$ cat config.mk
export PLATFORM = sky130hd
export DESIGN_NAME = wsclock_frame_sweep_unit
export DESIGN_NICKNAME = d
export VERILOG_FILES = /design/src/wsfs_pkg.sv /design/src/wsfs_ctrl.sv /design/src/wsfs_datapath.sv /design/src/wsclock_frame_sweep_unit.sv
export SDC_FILE = /design/constraint.sdc
export NUM_CORES = 1
export LEC_CHECK = 0
export ABC_AREA = 1
export BUFFER_PORTS_ARGS = -buffer_cell sky130_fd_sc_hd__buf_2
export CAP_MARGIN = 30
export CELL_PAD_IN_SITES_DETAIL_PLACEMENT = 0
export CELL_PAD_IN_SITES_GLOBAL_PLACEMENT = 1
export CORE_ASPECT_RATIO = 1.75
export CORE_MARGIN = 2
export CORE_UTILIZATION = 45
export DETAILED_ROUTE_END_ITERATION = 10
export PLACE_DENSITY_LB_ADDON = 0.1
export RECOVER_POWER = 25
export SLEW_MARGIN = 15
export SYNTH_ARGS = -nofsm -noshare
export SYNTH_HDL_FRONTEND = slang
export SYNTH_SLANG_ARGS = --single-unit
$ cat constraint.sdc
create_clock -name clk -period 8.45 [get_ports clk]
set_input_delay 0.4225 -clock clk [delete_from_list [all_inputs] [get_ports clk]]
set_output_delay 0.4225 -clock clk [all_outputs]
set_load 0.1 [all_outputs]
$ cat src/wsfs_pkg.sv
// Shared types, widths and constants of the frame sweep unit.
// Used by the controller, the datapath, the top level and the checker.
package wsfs_pkg;

	localparam int NUM_FRAMES = 8;
	localparam int FRAME_W    = $clog2(NUM_FRAMES);
	localparam int IDX_W      = 6;
	localparam int TIME_W     = 31;
	localparam int CFG_IDX_W  = 1;
	localparam int START_CNT  = 2 ** IDX_W;

	localparam logic [TIME_W-1:0] WINDOW_RESET = TIME_W'(400);
	localparam logic [IDX_W-1:0]  START_RESET  = IDX_W'(3);

	localparam logic [CFG_IDX_W-1:0] CFG_WINDOW_SIZE = CFG_IDX_W'(0);
	localparam logic [CFG_IDX_W-1:0] CFG_START_FRAME = CFG_IDX_W'(1);

	localparam logic REQ_WRITE = 1'b0;
	localparam logic REQ_SWEEP = 1'b1;

	typedef logic [FRAME_W-1:0] frame_t;
	typedef frame_t start_map_t [START_CNT];

	typedef struct packed {
		logic load;
		logic write;
		logic sweep;
		logic flush;
	} cmd_t;

	typedef struct packed {
		logic last_step;
		logic out_free;
		logic stall;
	} status_t;

	function automatic start_map_t build_start_map();
		start_map_t m;
		for (int i = 0; i < START_CNT; i++) begin
			m[i] = FRAME_W'(i % NUM_FRAMES);
		end
		return m;
	endfunction

	localparam start_map_t START_MAP = build_start_map();

endpackage

$ cat src/wsfs_ctrl.sv
// Controller of the frame sweep unit: sequences write, sweep and flush.
// Depends on wsfs_pkg for the command and status structs.
module wsfs_ctrl import wsfs_pkg::*; (
	input  logic    clk,
	input  logic    arst_n,
	input  logic    req_valid,
	input  logic    req_type,
	output logic    req_ready,
	input  status_t status,
	output cmd_t    cmd
);

	typedef enum logic [3:0] {
		ST_IDLE  = 4'b0001,
		ST_WRITE = 4'b0010,
		ST_SWEEP = 4'b0100,
		ST_FLUSH = 4'b1000
	} state_t;

	state_t state_q, state_d;

	always_comb begin
		state_d   = state_q;
		cmd       = '0;
		req_ready = 1'b0;
		unique case (state_q)
			ST_IDLE: begin
				req_ready = 1'b1;
				if (req_valid) begin
					cmd.load = 1'b1;
					state_d  = (req_type == REQ_SWEEP) ? ST_SWEEP : ST_WRITE;
				end
			end
			ST_WRITE: begin
				if (status.out_free) begin
					cmd.write = 1'b1;
					state_d   = ST_IDLE;
				end
			end
			ST_SWEEP: begin
				cmd.sweep = 1'b1;
				if (!status.stall && status.last_step) begin
					state_d = ST_FLUSH;
				end
			end
			ST_FLUSH: begin
				if (status.out_free) begin
					cmd.flush = 1'b1;
					state_d   = ST_IDLE;
				end
			end
			default: begin
				state_d = ST_IDLE;
			end
		endcase
	end

	always_ff @(posedge clk or negedge arst_n) begin
		if (!arst_n) begin
			state_q <= ST_IDLE;
		end else begin
			state_q <= state_d;
		end
	end

endmodule

$ cat src/wsfs_datapath.sv
// Datapath of the frame sweep unit: frame store, hand, running time,
// pending result and output register. Depends on wsfs_pkg.
module wsfs_datapath import wsfs_pkg::*; (
	input  logic                 clk,
	input  logic                 arst_n,
	input  cmd_t                 cmd,
	output status_t              status,
	input  logic                 cfg_valid,
	input  logic [CFG_IDX_W-1:0] cfg_index,
	input  logic [TIME_W-1:0]    cfg_data,
	input  logic                 req_type,
	input  logic [IDX_W-1:0]     frame_index,
	input  logic [TIME_W-1:0]    use_time,
	input  logic                 ref_bit,
	input  logic [TIME_W-1:0]    current_time,
	output logic                 rsp_valid,
	input  logic                 rsp_ready,
	output logic [IDX_W-1:0]     victim_index,
	output logic [TIME_W-1:0]    stamp_time,
	output logic                 replaced,
	output logic                 is_last
);

	logic [TIME_W-1:0] window_q;
	logic [IDX_W-1:0]  start_q;

	logic [TIME_W-1:0] frame_lu_q  [NUM_FRAMES];
	logic              frame_ref_q [NUM_FRAMES];

	logic [IDX_W-1:0]  wr_idx_q;
	logic              wr_ref_q;
	logic [TIME_W-1:0] time_q;
	frame_t            start_used_q;
	frame_t            hand_q;
	frame_t            step_q;
	logic              pend_valid_q;
	frame_t            pend_idx_q;
	logic [TIME_W-1:0] pend_time_q;

	logic              rsp_valid_q;
	logic [IDX_W-1:0]  victim_q;
	logic [TIME_W-1:0] stamp_q;
	logic              replaced_q;
	logic              last_q;

	logic [TIME_W-1:0] cur_lu;
	logic              cur_ref;
	logic [TIME_W:0]   age;
	logic              aged;
	logic              out_free;
	logic              stall;
	logic              advance;
	logic              wr_in_ring;
	frame_t            hand_next;

	always_comb begin
		cur_lu     = frame_lu_q[hand_q];
		cur_ref    = frame_ref_q[hand_q];
		age        = {1'b0, time_q} - {1'b0, cur_lu};
		aged       = !cur_ref && !age[TIME_W] && (age[TIME_W-1:0] > window_q);
		out_free   = !rsp_valid_q || rsp_ready;
		stall      = aged && pend_valid_q && !out_free;
		advance    = cmd.sweep && !stall;
		wr_in_ring = {1'b0, wr_idx_q} < (IDX_W+1)'(NUM_FRAMES);
		hand_next  = (hand_q == FRAME_W'(NUM_FRAMES - 1)) ? '0 : hand_q + FRAME_W'(1);
		status.last_step = step_q == FRAME_W'(NUM_FRAMES - 1);
		status.out_free  = out_free;
		status.stall     = stall;
	end

	// configuration registers
	always_ff @(posedge clk or negedge arst_n) begin
		if (!arst_n) begin
			window_q <= WINDOW_RESET;
			start_q  <= START_RESET;
		end else if (cfg_valid) begin
			case (cfg_index)
				CFG_WINDOW_SIZE: window_q <= cfg_data;
				CFG_START_FRAME: start_q  <= cfg_data[IDX_W-1:0];
				default: ;
			endcase
		end
	end

	// frame store
	always_ff @(posedge clk or negedge arst_n) begin
		if (!arst_n) begin
			for (int i = 0; i < NUM_FRAMES; i++) begin
				frame_lu_q[i]  <= '0;
				frame_ref_q[i] <= 1'b0;
			end
		end else if (cmd.write && wr_in_ring) begin
			frame_lu_q[wr_idx_q[FRAME_W-1:0]]  <= time_q;
			frame_ref_q[wr_idx_q[FRAME_W-1:0]] <= wr_ref_q;
		end else if (advance) begin
			if (cur_ref) begin
				frame_ref_q[hand_q] <= 1'b0;
			end else if (aged) begin
				frame_lu_q[hand_q]  <= time_q;
				frame_ref_q[hand_q] <= 1'b1;
			end
		end
	end

	// request fields, hand and running time
	always_ff @(posedge clk) begin
		if (cmd.load) begin
			wr_idx_q     <= frame_index;
			wr_ref_q     <= ref_bit;
			time_q       <= (req_type == REQ_SWEEP) ? current_time : use_time;
			start_used_q <= START_MAP[start_q];
			hand_q       <= START_MAP[start_q];
			step_q       <= '0;
		end else if (advance) begin
			hand_q <= hand_next;
			step_q <= step_q + FRAME_W'(1);
			if (aged) begin
				time_q      <= time_q + TIME_W'(1);
				pend_idx_q  <= hand_q;
				pend_time_q <= time_q;
			end
		end
	end

	always_ff @(posedge clk or negedge arst_n) begin
		if (!arst_n) begin
			pend_valid_q <= 1'b0;
		end else if (cmd.load) begin
			pend_valid_q <= 1'b0;
		end else if (advance && aged) begin
			pend_valid_q <= 1'b1;
		end
	end

	// output register
	always_ff @(posedge clk or negedge arst_n) begin
		if (!arst_n) begin
			rsp_valid_q <= 1'b0;
		end else if (cmd.write || cmd.flush || (advance && aged && pend_valid_q)) begin
			rsp_valid_q <= 1'b1;
		end else if (rsp_ready) begin
			rsp_valid_q <= 1'b0;
		end
	end

	always_ff @(posedge clk) begin
		if (cmd.write) begin
			victim_q   <= wr_idx_q;
			stamp_q    <= time_q;
			replaced_q <= 1'b0;
			last_q     <= 1'b1;
		end else if (cmd.flush) begin
			victim_q   <= pend_valid_q ? IDX_W'(pend_idx_q) : IDX_W'(start_used_q);
			stamp_q    <= pend_valid_q ? pend_time_q : time_q;
			replaced_q <= pend_valid_q;
			last_q     <= 1'b1;
		end else if (advance && aged && pend_valid_q) begin
			victim_q   <= IDX_W'(pend_idx_q);
			stamp_q    <= pend_time_q;
			replaced_q <= 1'b1;
			last_q     <= 1'b0;
		end
	end

	assign rsp_valid    = rsp_valid_q;
	assign victim_index = victim_q;
	assign stamp_time   = stamp_q;
	assign replaced     = replaced_q;
	assign is_last      = last_q;

endmodule

$ cat src/wsclock_frame_sweep_unit.sv
// Top level of the working-set clock frame sweep unit.
// Instantiates wsfs_ctrl and wsfs_datapath; depends on wsfs_pkg.
//
// A write word updates one frame if its index lies in the ring, and yields one
// acknowledge word. A sweep word walks the hand once around the NUM_FRAMES
// frame ring, one frame per cycle through the frame store while not stalled;
// each replaced frame gives one word, the last one marked, or a single
// unreplaced word if nothing aged out. Replacement words are held one deep
// before the output register, so a stalled output holds the hand at the next
// aged frame. A new request word is taken once the previous one has handed
// its last word to the output register, even if that word still waits.
// Configuration writes are always taken and must be issued while idle.
module wsclock_frame_sweep_unit import wsfs_pkg::*; (
	input  logic                 clk,
	input  logic                 arst_n,
	input  logic                 cfg_valid,
	output logic                 cfg_ready,
	input  logic [CFG_IDX_W-1:0] cfg_index,
	input  logic [TIME_W-1:0]    cfg_data,
	input  logic                 req_valid,
	output logic                 req_ready,
	input  logic                 req_type,
	input  logic [IDX_W-1:0]     frame_index,
	input  logic [TIME_W-1:0]    use_time,
	input  logic                 ref_bit,
	input  logic [TIME_W-1:0]    current_time,
	output logic                 rsp_valid,
	input  logic                 rsp_ready,
	output logic [IDX_W-1:0]     victim_index,
	output logic [TIME_W-1:0]    stamp_time,
	output logic                 replaced,
	output logic                 is_last
);

	cmd_t    cmd;
	status_t status;

	assign cfg_ready = 1'b1;

	wsfs_ctrl u_ctrl (
		.clk       (clk),
		.arst_n    (arst_n),
		.req_valid (req_valid),
		.req_type  (req_type),
		.req_ready (req_ready),
		.status    (status),
		.cmd       (cmd)
	);

	wsfs_datapath u_dp (
		.clk          (clk),
		.arst_n       (arst_n),
		.cmd          (cmd),
		.status       (status),
		.cfg_valid    (cfg_valid),
		.cfg_index    (cfg_index),
		.cfg_data     (cfg_data),
		.req_type     (req_type),
		.frame_index  (frame_index),
		.use_time     (use_time),
		.ref_bit      (ref_bit),
		.current_time (current_time),
		.rsp_valid    (rsp_valid),
		.rsp_ready    (rsp_ready),
		.victim_index (victim_index),
		.stamp_time   (stamp_time),
		.replaced     (replaced),
		.is_last      (is_last)
	);

endmodule

==> reports/qor.json <==
{
  "run_status": {"value": "complete, but fails checks"},
  "failed_checks": {"value": "max-capacitance violations, max-slew violations"},
  "reg2reg_slack": {"value": 1.12, "unit": "ns"},
  "timing.hold.ws": {"value": 0.03347, "unit": "ns"},
  "drc": {"value": 0},
  "finalNetCount": {"value": 2826},
  "report.final.hold_viol_count": {"value": 0},
  "stdcell_area": {"value": 24350, "unit": "um^2"},
  "setup_viol": {"value": 0},
  "syn2layout_area_growth": {"value": 11.30, "unit": "%"},
  "filler_cells": {"value": 4585},
  "hpwl": {"value": 46510, "unit": "um"},
  "dp.cells": {"value": 3251},
  "postSynthNetCount": {"value": 2757},
  "via_per_inst": {"value": 5.555},
  "rsz0062_at_grt": {"value": "false"},
  "clock-sinks": {"value": 416},
  "holdBufCountCts": {"value": 0},
  "drtAntennaViolNets": {"value": 0},
  "fraction_of_layout_cells_with_a_size_suffix_above_1": {"value": 12.39, "unit": "%"},
  "detailedRoute.firstPassIterationCount": {"value": 6},
  "clock_insertion_delay_worst_skew": {"value": 0.57, "unit": "ns"},
  "floorplan.die_area": {"value": 50470, "unit": "um^2"},
  "grt_pass1_vias": {"value": 18440},
  "htree_num_levels": {"value": 2},
  "num_vias": {"value": 18490},
  "grt.overflow.total": {"value": 0},
  "met1Wirelength": {"value": 27850, "unit": "um"},
  "rows": {"value": 106},
  "cts_buffer_depth": {"value": 3},
  "whs_endpoint": {"value": "u_dp.wr_idx_q[5]"},
  "drt-total-wl": {"value": 73000, "unit": "um"},
  "slew-limit-headroom": {"value": -370.6, "unit": "%"},
  "postSynthAreaPerCell": {"value": 8.483, "unit": "um^2"},
  "instances_no_fill": {"value": 3329},
  "worstSetupEndpointType": {"value": "flop"},
  "worst_setup_path_start": {"value": "u_dp.hand_q[0]"},
  "clock-root-buffer": {"value": "sky130_fd_sc_hd__clkbuf_16"},
  "worst_slack": {"value": 1.120, "unit": "ns"},
  "vdd_ir_drop_max": {"value": 0.2200, "unit": "mV"},
  "power.total": {"value": 8.457, "unit": "mW"},
  "achievable-frequency": {"value": 136.4, "unit": "MHz"},
  "design.portCount": {"value": 149},
  "crit-reg2reg-launch": {"value": "u_dp.hand_q[0]"},
  "cts_repair_resize_count": {"value": 0},
  "critPathKind": {"value": "reg2reg"},
  "synth-edff-count": {"value": 115},
  "period_minus_slack": {"value": 7.330, "unit": "ns"},
  "final-max-slew-violation-count": {"value": 242},
  "wire_length_per_cell": {"value": 21.93, "unit": "um"},
  "maximum_number_of_pins_on_one_net_before_global_route_repair": {"value": 179},
  "worstMarginPinSlew": {"value": 7.059, "unit": "ns"},
  "die_h": {"value": 295.7, "unit": "um"},
  "post_dp_cell_area": {"value": 22950, "unit": "um^2"},
  "tritoncts.num_buffers": {"value": 42},
  "int_power": {"value": 4.647, "unit": "mW"},
  "design.core.area": {"value": 47880, "unit": "um^2"},
  "die_w": {"value": 170.7, "unit": "um"},
  "synth-seq-area-share": {"value": 50.13, "unit": "%"},
  "io_buffer_count": {"value": 147},
  "startpoint_of_the_most_critical_hold_path": {"value": "frame_index[5]"},
  "ys_types": {"value": 52},
  "hold_depth": {"value": 1},
  "swShare": {"value": 45.05, "unit": "%"},
  "maxUsedRoutingLayer": {"value": "met4"},
  "worstPathArrival": {"value": 7.82, "unit": "ns"},
  "share_of_async_settable_or_async_resettable_flops_after_synthesis": {"value": 71.15, "unit": "%"},
  "global_route.usage.total": {"value": 28.96, "unit": "%"},
  "reg2reg_depth": {"value": 30},
  "detailedPlace.worstSlack": {"value": 1.373, "unit": "ns"},
  "clockPowerShare": {"value": 23.2, "unit": "%"},
  "fin_tns_setup": {"value": 0, "unit": "ns"},
  "wl_met3": {"value": 4125, "unit": "um"},
  "cpMaxStageDelayCell": {"value": "sky130_fd_sc_hd__edfxtp_1"},
  "seq_power_share": {"value": 35.0, "unit": "%"},
  "area_of_the_mapped_netlist": {"value": 21880, "unit": "um^2"},
  "hold_path.class": {"value": "in2reg"},
  "final-seq-area": {"value": 10970, "unit": "um^2"},
  "globalplace.congestion": {"value": 0.8828},
  "first_pass_grt_wire_length": {"value": 109500, "unit": "um"},
  "multi_input_area": {"value": 9405, "unit": "um^2"},
  "worst-endpoint-required": {"value": 8.94, "unit": "ns"},
  "path_clk_slew": {"value": 0.07, "unit": "ns"},
  "cp_max_fo": {"value": 178},
  "cap_violations": {"value": 3},
  "tritoncts_clock_tree": {"value": "done"},
  "synthCells": {"value": 2579},
  "route.met2.wl": {"value": 38010, "unit": "um"},
  "leakage": {"value": 12.09, "unit": "nW"},
  "most_frequently_used_flop_master_after_synthesis": {"value": "sky130_fd_sc_hd__dfrtp_1"},
  "fin_crit_sh": {"value": 86.75, "unit": "%"},
  "setup.worst_path.start_class": {"value": "flop"},
  "initial_core_util": {"value": 45.70, "unit": "%"},
  "number_of_buffers_inserted_to_repair_setup_after_cts": {"value": 0},
  "max_stage_delay": {"value": 0.65, "unit": "ns"},
  "cellPowerDensity": {"value": 347.3, "unit": "nW/um^2"},
  "switching_power": {"value": 3.810, "unit": "mW"},
  "grt_antenna_before_repair": {"value": 2},
  "yosysWarnings": {"value": 0},
  "clock-skew-final": {"value": 0.02146, "unit": "ns"},
  "fin_util": {"value": 50.86, "unit": "%"},
  "r2r_end": {"value": "u_dp.frame_lu_q[159]"},
  "ys_seq_elements": {"value": 416},
  "detailedRoute.firstIterationViolations": {"value": 1555},
  "combinationalPowerShare": {"value": 41.8, "unit": "%"}
}
layout by cell type (no fill, tap or decap), drive strengths merged, types with 9 or more instances in the layout:
master,instances
a22oi,38
nand3,290
a21oi,105
inv,187
clkinv,9
dfrtp,290
nand2,852
nand4,40
o21ai,46
a31oi,21
nor2,139
a22o,22
mux2,14
xor2,43
a21o,15
ha,70
clkbuf,69
a221oi,28
edfxtp,115
buf,180
xnor2,12
nor3,35
layout make-up:
| class | instances | share of cell area [%] |
|---|---|---|
| Inverter | 187 | 2.883 |
| Multi-Input combinational cell | 1812 | 38.62 |
| Clock inverter | 16 | 0.8581 |
| Clock buffer | 60 | 5.010 |
| Sequential cell | 416 | 45.04 |
| Antenna cell | 1 | 0.01028 |
| Tap cell | 648 | 3.330 |
| Timing Repair Buffer | 189 | 4.244 |
flip-flops by register name, summed over array words and instances (netlist names), named ones only:
signal             count
u_dp.stamp_time       31
u_dp.is_last           1
u_dp.hand_q            3
u_dp.pend_idx_q        3
u_dp.wr_idx_q          6
u_dp.victim_index      6
u_dp.rsp_valid         1
u_dp.pend_valid_q      1
u_dp.time_q           31
u_dp.wr_ref_q          1
u_dp.start_used_q      3
u_dp.window_q         31
u_dp.pend_time_q      31
u_dp.start_q           3
u_dp.step_q            3
u_dp.replaced          1
u_ctrl.state_q         4
u_dp.frame_lu_q      248
worst max-delay path: cells and delay by family, from the launching register on:
kind / cells / cell delay (ns)
buf+inv: 6 / 1.47
compound gates: 6 / 1.72
xor+xnor: 1 / 0.17
simple gates: 15 / 2.22
fa+ha+maj: 2 / 0.66
flops: 1 / 0.65
synth_stat cells, types with 5 or more instances:
cell,instances,area (um^2)
sky130_fd_sc_hd__nand2_1,818,3070
sky130_fd_sc_hd__dfrtp_1,290,7257
sky130_fd_sc_hd__nand3_1,290,1451
sky130_fd_sc_hd__inv_1,186,698.2
sky130_fd_sc_hd__nor2_1,136,510.5
sky130_fd_sc_hd__edfxtp_1,115,3453
sky130_fd_sc_hd__a21oi_1,105,525.5
sky130_fd_sc_hd__clkbuf_1,89,334.1
sky130_fd_sc_hd__ha_1,70,875.8
sky130_fd_sc_hd__xor2_1,43,376.6
sky130_fd_sc_hd__nand4_1,39,244.0
sky130_fd_sc_hd__a22oi_1,38,285.3
sky130_fd_sc_hd__o21ai_0,38,190.2
sky130_fd_sc_hd__nor3_1,34,170.2
sky130_fd_sc_hd__buf_2,31,155.2
sky130_fd_sc_hd__a221oi_1,28,245.2
sky130_fd_sc_hd__nand2_2,26,162.7
sky130_fd_sc_hd__buf_6,25,281.5
sky130_fd_sc_hd__a22o_1,22,192.7
sky130_fd_sc_hd__a31oi_1,21,131.4
sky130_fd_sc_hd__a21o_1,15,112.6
sky130_fd_sc_hd__mux2_2,14,157.7
sky130_fd_sc_hd__xnor2_1,12,105.1
sky130_fd_sc_hd__buf_4,10,75.07
sky130_fd_sc_hd__buf_1,9,33.78
sky130_fd_sc_hd__nand2_4,8,90.09
sky130_fd_sc_hd__dfstp_2,6,157.7
sky130_fd_sc_hd__o21ai_2,6,52.55
sky130_fd_sc_hd__or2_2,6,37.54
sky130_fd_sc_hd__dfxtp_1,5,100.1
metal layers:
layer / global-route usage (%) / up-vias
li1: - / 8671
met1: 34.16 / 9043
met4: 12.01 / 0
met5: 0 / -
met3: 3.216 / 153
met2: 53.06 / 624
cells by family (layout without fill, tap and decap cells):
kind of cell | Yosys count | count (layout) | synth area share [%]
and+or+nand+nor | 1374 | 1374 | 26.84
DFF | 416 | 416 | 50.13
buffers and inverters | 351 | 452 | 7.229
AOI/OAI and AO/OA | 296 | 296 | 8.716
adders and majority gates | 71 | 71 | 4.095
xor gates and xnor gates | 55 | 55 | 2.202
muxes | 15 | 15 | 0.7663
other | 1 | 2 | 0.01714
worst max path at each step:
stage                                       to  slack, ns  depth (start not counted)
after floorplan             u_dp.stamp_time[0]       1.84                         29
after global placement    u_dp.frame_lu_q[134]       1.47                         31
after detailed placement  u_dp.frame_lu_q[134]       1.37                         31
after CTS                  u_dp.frame_lu_q[99]       1.31                         31
after global routing        u_dp.frame_lu_q[5]       0.43                          3
final                     u_dp.frame_lu_q[159]       1.12                         30
power groups by stage:
stage          logic, mW  clock network, mW  registers (mW)
2_1_floorplan       2.28                  0            2.98
3_5_place_dp        3.53                  0            2.98
5_1_grt             3.87               2.07            3.00
3_3_place_gp        3.49                  0            2.97
6_report            3.54               1.96            2.96
4_1_cts             3.55               2.00            2.95
No activity file was read; power rests on OpenSTA's default activity.
